### config.mk
export PLATFORM = sky130hd
export DESIGN_NAME = x86_instruction_length_decoder_core
export DESIGN_NICKNAME = d
export VERILOG_FILES = /design/src/rtl/ild_pkg.sv /design/src/rtl/x86_instruction_length_decoder_core.sv /design/src/rtl/ild_decode.sv
export SDC_FILE = /design/constraint.sdc
export NUM_CORES = 1
export LEC_CHECK = 0
export BUFFER_PORTS_ARGS = -buffer_cell sky130_fd_sc_hd__buf_2
export CORE_UTILIZATION = 50
export DETAILED_ROUTE_END_ITERATION = 8
export PLACE_DENSITY_LB_ADDON = 0.1
export RECOVER_POWER = 100
export SYNTH_ARGS = -nofsm -noshare
export SYNTH_HDL_FRONTEND = slang
export SYNTH_SLANG_ARGS = --single-unit
### constraint.sdc
create_clock -name clk -period 9.95 [get_ports clk]
set_clock_uncertainty 0.1 [all_clocks]
set_input_delay 0.4975 -clock clk [delete_from_list [all_inputs] [get_ports clk]]
set_output_delay 0.4975 -clock clk [all_outputs]
set_load 0.01 [all_outputs]
### src/rtl/ild_pkg.sv
// Shared types and byte constants for the x86-64 instruction length decoder.
`default_nettype none

package ild_pkg;

  // Field widths
  localparam int unsigned WinWidth = 64;
  localparam int unsigned LenWidth = 4;

  typedef logic [WinWidth-1:0] win_t;
  typedef logic [LenWidth-1:0] len_t;
  typedef logic [7:0]          byte_t;

  // Prefix and opcode codes
  localparam byte_t REX_LO     = 8'h40;
  localparam byte_t REX_HI     = 8'h4F;
  localparam byte_t OPSIZE_PFX = 8'h66;
  localparam byte_t ESC_0F     = 8'h0F;
  localparam byte_t LOCK_PFX   = 8'hF0;
  localparam byte_t REPNE_PFX  = 8'hF2;
  localparam byte_t REP_PFX    = 8'hF3;
  localparam byte_t MOFFS_LO   = 8'hA0;
  localparam byte_t MOFFS_HI   = 8'hA3;
  localparam byte_t CALL_REL   = 8'hE8;

  // ModRM field codes
  localparam logic [1:0] MOD_NODISP = 2'd0;
  localparam logic [1:0] MOD_DISP8  = 2'd1;
  localparam logic [1:0] MOD_DISP32 = 2'd2;
  localparam logic [1:0] MOD_REG    = 2'd3;
  localparam logic [2:0] RM_SIB     = 3'd4;
  localparam logic [2:0] RM_RIPREL  = 3'd5;
  localparam logic [2:0] BASE_NONE  = 3'd5;

endpackage : ild_pkg

`default_nettype wire

### src/rtl/x86_instruction_length_decoder_core.sv
// Top level of the x86-64 instruction length decoder: window register, decode, result register.
`default_nettype none

// Takes an eight-byte code window (byte 0 in bits 7:0) and returns the length of the
// instruction that starts at byte 0, with decodable set when the length is nonzero.
// An accepted window lands in an input register; the table decode runs combinationally
// between it and the result register, which holds the result offered on len_valid. A new window
// is taken every cycle while code_stall is low. code_stall rises only when both
// registers hold data and the result side is stalled.
module x86_instruction_length_decoder_core (
  input  logic          clk,
  input  logic          rst,
  input  logic          code_valid,
  output logic          code_stall,
  input  ild_pkg::win_t code_window,
  output logic          len_valid,
  input  logic          len_stall,
  output ild_pkg::len_t instr_length,
  output logic          decodable
);
  import ild_pkg::*;

  logic win_valid;
  win_t window;
  len_t dec_len;
  logic res_open;
  logic win_open;

  // Result register can load when empty or being drained; window likewise
  assign res_open   = !len_valid || !len_stall;
  assign win_open   = !win_valid || res_open;
  assign code_stall = !win_open;

  // Window register
  always_ff @(posedge clk) begin
    if (rst) begin
      win_valid <= 1'b0;
    end else if (win_open) begin
      win_valid <= code_valid;
    end
    if (win_open && code_valid) begin
      window <= code_window;
    end
  end

  ild_decode u_decode (
    .window (window),
    .length (dec_len)
  );

  // Result register
  always_ff @(posedge clk) begin
    if (rst) begin
      len_valid <= 1'b0;
    end else if (res_open) begin
      len_valid <= win_valid;
    end
    if (res_open && win_valid) begin
      instr_length <= dec_len;
      decodable    <= (dec_len != '0);
    end
  end

endmodule : x86_instruction_length_decoder_core

`default_nettype wire

### src/rtl/ild_decode.sv
// Combinational length decode of one registered instruction byte window.
`default_nettype none

module ild_decode (
  input  ild_pkg::win_t window,
  output ild_pkg::len_t length
);
  import ild_pkg::*;

  // Byte select; positions wrap inside the eight-byte window
  function automatic byte_t byte_at(input win_t w, input len_t pos);
    return w[{pos[2:0], 3'b000} +: 8];
  endfunction

  function automatic logic is_rex(input byte_t b);
    return (b >= REX_LO) && (b <= REX_HI);
  endfunction

  // Position just past ModRM, optional SIB and displacement
  function automatic len_t modrm_end(input win_t w, input len_t pos);
    byte_t      m;
    byte_t      sib;
    logic [1:0] md;
    logic [2:0] rm;
    len_t       p;
    m  = byte_at(w, pos);
    md = m[7:6];
    rm = m[2:0];
    p  = pos + len_t'(1);
    if (md == MOD_REG) return p;
    if (rm == RM_SIB) begin
      sib = byte_at(w, p);
      p   = p + len_t'(1);
      if (sib[2:0] == BASE_NONE && md == MOD_NODISP) p = p + len_t'(4);
    end
    if (md == MOD_NODISP && rm == RM_RIPREL) p = p + len_t'(4);
    else if (md == MOD_DISP8)                p = p + len_t'(1);
    else if (md == MOD_DISP32)               p = p + len_t'(4);
    return p;
  endfunction

  // 0F two-byte opcode table
  function automatic len_t two_byte(input win_t w, input len_t pos);
    byte_t op;
    len_t  p;
    op = byte_at(w, pos);
    p  = pos + len_t'(1);
    if (op inside {8'h05, 8'h0B, 8'h31})   return p;
    if (op inside {[8'h70:8'h7F]})         return p + len_t'(1);
    if (op inside {[8'h80:8'h8F]})         return p + len_t'(4);
    if (op inside {[8'hA0:8'hA3]})         return p + len_t'(1);
    if (op inside {[8'h40:8'h4F], [8'h90:8'h9F], 8'hAF, 8'hB6, 8'hB7, 8'hBE,
                   8'hBF, 8'hC0, 8'hC1, [8'h10:8'h1F], 8'h28, 8'h29, 8'h2E,
                   8'h2F, [8'h50:8'h6F]})
      return modrm_end(w, p);
    return '0;
  endfunction

  byte_t op;
  byte_t nx_66;
  byte_t nx_lock;
  byte_t nx_rep;
  byte_t nb_rep;
  logic  rex;
  len_t  pos;
  len_t  pos_66;
  len_t  pos_lock;
  len_t  len_66;
  len_t  len_lock;
  len_t  len_repne;
  len_t  len_rep;
  len_t  len;

  // Prefix paths evaluated side by side, then picked by the opcode
  always_comb begin
    rex = is_rex(byte_at(window, len_t'(0)));
    pos = rex ? len_t'(1) : len_t'(0);
    op  = byte_at(window, pos);
    pos = pos + len_t'(1);

    // Operand size prefix, with an optional REX after it
    pos_66 = pos;
    if (is_rex(byte_at(window, pos_66))) pos_66 = pos_66 + len_t'(1);
    nx_66  = byte_at(window, pos_66);
    pos_66 = pos_66 + len_t'(1);
    if (nx_66 == 8'h05)                len_66 = pos_66;
    else if (nx_66 == ESC_0F)          len_66 = modrm_end(window, pos_66 + len_t'(1));
    else if (nx_66 inside {8'hC1, 8'hD5})
      len_66 = modrm_end(window, pos_66) + len_t'(1);
    else                               len_66 = modrm_end(window, pos_66);

    // Lock prefix skips the escape plus opcode, or a listed opcode
    nx_lock  = byte_at(window, pos);
    pos_lock = pos;
    if (nx_lock == ESC_0F) pos_lock = pos + len_t'(2);
    else if (nx_lock inside {8'h44, 8'h45, [8'h80:8'h83], [8'h90:8'h93], 8'hA0, 8'hA1,
                             8'hA3, 8'hC0, 8'hC1})
      pos_lock = pos + len_t'(1);
    len_lock = modrm_end(window, pos_lock);

    // REPNE / REP with the 0F escape
    nb_rep = byte_at(window, pos);
    nx_rep = byte_at(window, pos + len_t'(1));
    if (nb_rep != ESC_0F) len_repne = modrm_end(window, pos);
    else if (nx_rep inside {[8'h10:8'h13], 8'h2A, 8'h2B, 8'h51, 8'h58, 8'h59,
                            [8'h5C:8'h5F]})
      len_repne = modrm_end(window, pos + len_t'(2));
    else len_repne = '0;
    if (nb_rep != ESC_0F) len_rep = modrm_end(window, pos);
    else if (nx_rep inside {[8'h10:8'h13], 8'h1E, 8'h6E, 8'h6F, 8'h7E, 8'h7F})
      len_rep = modrm_end(window, pos + len_t'(2));
    else len_rep = '0;

    // One-byte opcode table
    if (op inside {[8'h50:8'h5F]})                    len = pos;
    else if (op inside {[8'h70:8'h7F]})               len = pos + len_t'(1);
    else if (op inside {[8'hB0:8'hB7]})               len = pos + len_t'(1);
    else if (op inside {[8'hB8:8'hBF]})               len = pos + len_t'(4);
    else if (op inside {[8'hD0:8'hDF]})               len = modrm_end(window, pos);
    else if (op inside {[MOFFS_LO:MOFFS_HI]})
      len = pos + (rex ? len_t'(8) : len_t'(4));
    else if (op inside {[8'h84:8'h8B], 8'h8D})        len = modrm_end(window, pos);
    else if (op inside {8'h60, 8'h61, 8'h90, 8'hC3, 8'hCC}) len = pos;
    else if (op inside {8'h63, 8'hF6, 8'hF7, 8'hFE, 8'hFF})
      len = modrm_end(window, pos);
    else if (op inside {8'h68, 8'hA9, CALL_REL, 8'hE9}) len = pos + len_t'(4);
    else if (op inside {8'h6A, 8'hA8, 8'hEB})         len = pos + len_t'(1);
    else if (op inside {8'hC2, 8'hCD})                len = pos + len_t'(2);
    else if (op == 8'hC8)                             len = pos + len_t'(3);
    else if (op inside {8'h69, 8'h81, 8'hC7})
      len = modrm_end(window, pos) + len_t'(4);
    else if (op inside {8'h6B, 8'h80, 8'h82, 8'h83, 8'hC0, 8'hC1, 8'hC6})
      len = modrm_end(window, pos) + len_t'(1);
    else if (op == ESC_0F)                            len = two_byte(window, pos);
    else if (op == OPSIZE_PFX)                        len = len_66;
    else if (op == LOCK_PFX)                          len = len_lock;
    else if (op == REPNE_PFX)                         len = len_repne;
    else if (op == REP_PFX)                           len = len_rep;
    else                                              len = '0;
  end

  assign length = len;

endmodule : ild_decode

`default_nettype wire

==> metrics.md <==
| Metric | Value |
|---|---|
| Complex-gate fraction of the synthesized area | 0.243 |
| Die Span X | 119 um |
| Area used by multi-input combinational logic | 4790 um2 |
| Share of the synthesized area in the top cell type | 0.248 |
| Number of max-cap violations | 1 |
| VDD IR-drop max | 0.114 mV |
| Post-Syn Area per Cell | 8.33 um2 |
| Layout-stage area growth over the synthesis result | 9.34% |
| FF/Latch Area | 1750 um2 |
| Sequential-to-total area share from yosys stat | 0.254 |
| Number of standard-cell rows in the floorplan | 42 |
| Hold violation total from the final report | 0 |
| Violations in the final reports | max-capacitance violations, max-slew violations |
| Leading post-synthesis cells by cell area | sky130_fd_sc_hd__edfxtp_1 25%, sky130_fd_sc_hd__mux4_2 5.9%, sky130_fd_sc_hd__a21oi_1 3.8% |
| Share of the clock period used by the worst path | 0.855 |
| Clock insertion delay at the later pin of the skew report | 0.33 ns |
| Clock tree from TritonCTS | yes |
| CP Launch Type | flop |
| Critical path arrival | 8.48 ns |
| Count of input and output buffers | 62 |
| Number of top-level pins | 75 |
| Adder-cell area share of the yosys netlist | 0.0410 |
| Total setup violations reported at the end of the flow | 0 |
| Final routed wire length divided by cell count | 22.5 um |
| Aggregate global routing overflow | 0 |
| Number of diodes | 0 |
| Delay contributed by the slowest stage of the critical path | 1.08 ns |
| Htree depth | 3 |
| Worst Tran Pin Value | 2.75 ns |
| Clock slew at reported path FFs | 0.05 ns |
| Most common cell on crit path | sky130_fd_sc_hd__inv_1 |
| Count of cells along the worst register-to-register path | 22 |
| Unique masters post-synth | 87 |
| Required time at the endpoint of the critical path | 9.92 ns |
| Via count of the first global-routing pass | 6591 |
| CP Cell Sequence | nor4b_4, clkbuf_1, mux2i_1, nand2_1, or2_2, inv_1, ha_1, inv_2, mux4_2, or2_0, inv_1, fa_1, inv_1, nor2_1, a311oi_1, ha_1, mux2i_1, o22ai_1, o21ai_0, a211oi_1, a211oi_1, or4b_1 |
| Final-layout fill cell count | 1268 |
| Overall power | 0.855 mW |
| Multiplexer share of the synthesized area | 0.115 |
| Drt pass-1 iters | 6 |
| Count of yosys warnings during synthesis | 0 |
| R2R Path End | decodable |
| Post-Synthesis Net Count | 918 |
| Fraction of registers with async set or reset after synthesis | 0 |
| Run status | finished, violations left |
| Number of nets in the layout | 946 |
| Time the worst path needs with I/O delays and setup | 8.51 ns |
| Flop2flop setup slack | 1.44 ns |
| Flop and latch count out of synthesis | 59 |
| Nature of the critical path endpoint | flop |
| Post-detailed-route count of antenna-violating nets | 0 |
| Worst-case setup margin in the final layout | 1.44 ns |
| Cell area after synthesis | 6900 um2 |
| Root buffer selected by CTS | sky130_fd_sc_hd__clkbuf_16 |
| Routability Congestion | 0.925 |
| Total Wirelength | 23.3 mm |
| Die Y | 119 um |
| CTS buffer count | 9 |
| Final Hold Slack | 0.239 ns |
| Detail Placement HPWL | 16.8 mm |
| Hold Path Stages | 2 |
| Leak | 2.85 nW |
| Number of pins exceeding their max-slew limit in the final report | 53 |
| Main combinational cell family by area after synthesis | simple AND/OR/NAND/NOR gates |
| Most common flop cell mapped by yosys | sky130_fd_sc_hd__edfxtp_1 |
| Top fanout value on the critical path | 29 |
| EDFF count, synth | 57 |
| Vias | 7084 |
| Worst slew slack as a fraction of its limit | -0.830 |
| Area of the die | 14300 um2 |
| Simple-gate share of the synthesized area | 0.269 |
| Pwr/cell area | 113 nW/um2 |
| Setup repair after global routing missed its margin | false |
| Launch point of the worst hold path | rst |
| Maximum clock insertion buffer count | 2 |
| Max Freq | 118 MHz |
| Xor and xnor area share after synthesis | 0.0243 |
| Endpoint with the worst hold slack | win_valid |
| Largest net degree at the start of global routing | 65 |
| Worst hold path type | input port to flop |
| Pre-CTS worst setup slack | 2.26 ns |
| Final routed DRC violation total | 0 |
| Initial antenna violation count | 0 |
| Number of buffers inserted by post-CTS setup repair | 0 |
| Synth area leader | sky130_fd_sc_hd__edfxtp_1 |
| Resized Gates After CTS | 0 |
| Cell at the slowest stage of the critical path | sky130_fd_sc_hd__clkbuf_1 |
| Cell count after synthesis | 828 |
| FF-to-FF Start | window[7] |
| Sum of negative setup slack | 0 ns |
| Global routing usage summed across all routing layers | 0.332 |
| Post-CTS Hold Fix Bufs | 0 |
| Share of cells above drive strength 1 | 0.148 |
| Setup CP Type | flop to flop |
| Initial Util | 0.517 |
| End-of-flow core utilization | 0.565 |
| Total core area | 13300 um2 |
| Number of violations reported at the end of detailed-routing iteration 0 | 862 |
| Vias per std cell | 6.84 |
| Global-route wire length before repair | 36.4 mm |
| TritonCTS sink count | 59 |
## flip-flops by register name, summed over array words and instances, names as in the netlist
signal and flops:
window 52, instr_length 4, decodable 1, len_valid 1
win_valid 1
## area by class of cell
cell class | instances | area share
clock buffers | 9 | 0.0299
repair buffers | 75 | 0.0519
flip-flops and latches | 59 | 0.232
well taps | 176 | 0.0292
inverters | 32 | 0.0163
clock inverters | 5 | 0.00614
multi-input cells | 679 | 0.634
## metal layers
metal / track usage / up-vias / share of wire
met4: 0.167 / 0 / 0.043
met5: 0 / - / 0
li1: - / 3231 / -
met3: 0.0580 / 73 / 0.10
met2: 0.503 / 426 / 0.45
met1: 0.454 / 3354 / 0.41
## through the flow
| stage | area (um2) | instances |
|---|---|---|
| floorplan | 6900 | 828 |
| global placement | 7290 | 1021 |
| detailed placement | 7290 | 1021 |
| CTS | 7560 | 1035 |
| global route | 7540 | 1035 |
| finish | 7540 | 1035 |
## cell families (layout without fill, tap and decap cells)
group,count (synthesis),in the layout
AND/OR/NAND/NOR,339,339
AO/OA/AOI/OAI,246,246
buffers and inverters,90,121
flip-flops,59,59
multiplexers,55,55
adder cells (fa/ha/maj),22,22
XOR/XNOR,17,17
## cell usage after synthesis (all sizes together), types with 5 or more instances
cell,n
edfxtp,57
a2111oi,7
nor3,22
or3,6
mux2i,26
nand3b,13
inv,32
a31oi,17
xnor2,13
o31ai,5
nor4bb,8
o2111ai,5
clkbuf,40
nand4,9
nand2b,23
ha,21
o211ai,7
a21oi,53
nor4,9
and2,8
o21a,8
nor2,69
and3b,5
o21ai,52
a211oi,18
and3,13
nand3,28
nand2,66
buf,18
or2,8
mux2,11
o22ai,7
a311oi,5
nor3b,12
nor2b,25
a22oi,5
mux4,18
## placed cells by master, fill, tap and decap left out, types with 17 or more instances in the layout
cell and n:
sky130_fd_sc_hd__mux4_2 18, sky130_fd_sc_hd__nor2_1 67, sky130_fd_sc_hd__inv_1 28, sky130_fd_sc_hd__edfxtp_1 57
sky130_fd_sc_hd__nand2_1 66, sky130_fd_sc_hd__ha_1 21, sky130_fd_sc_hd__mux2i_1 26, sky130_fd_sc_hd__buf_2 55
sky130_fd_sc_hd__a31oi_1 17, sky130_fd_sc_hd__nor2b_1 24, sky130_fd_sc_hd__a211oi_1 18, sky130_fd_sc_hd__nand2b_1 23
sky130_fd_sc_hd__a21oi_1 53, sky130_fd_sc_hd__nor3_1 22, sky130_fd_sc_hd__o21ai_0 50, sky130_fd_sc_hd__nand3_1 28
## critical path: cells and delay by family (launching register included)
| family | cells | cell delay [ns] |
|---|---|---|
| AO/OA/AOI/OAI | 5 | 1.41 |
| adder cells (fa/ha/maj) | 3 | 1.15 |
| buffers and inverters | 5 | 1.71 |
| flip-flops | 1 | 0.65 |
| multiplexers | 3 | 1.41 |
| AND/OR/NAND/NOR | 6 | 1.79 |
## report_power, final
group	internal, mW	switching [mW]	leakage (nW)
Combinational	0.0998	0.142	2.15
Clock	0.187	0.102	0.134
Sequential	0.292	0.0316	0.572
Total	0.579	0.276	2.85
## worst max path at each step
stage / cells past startpoint / from / slack [ns] / endpoint
6_report: 22 / window[7] / 1.44 / decodable
5_1_grt: 22 / window[4] / 1.00 / decodable
4_1_cts: 22 / window[4] / 2.24 / decodable
3_5_place_dp: 22 / window[4] / 2.26 / decodable
3_3_place_gp: 22 / window[6] / 2.41 / decodable
2_1_floorplan: 25 / window[4] / 3.15 / decodable
No activity file was read; power rests on OpenSTA's default activity.
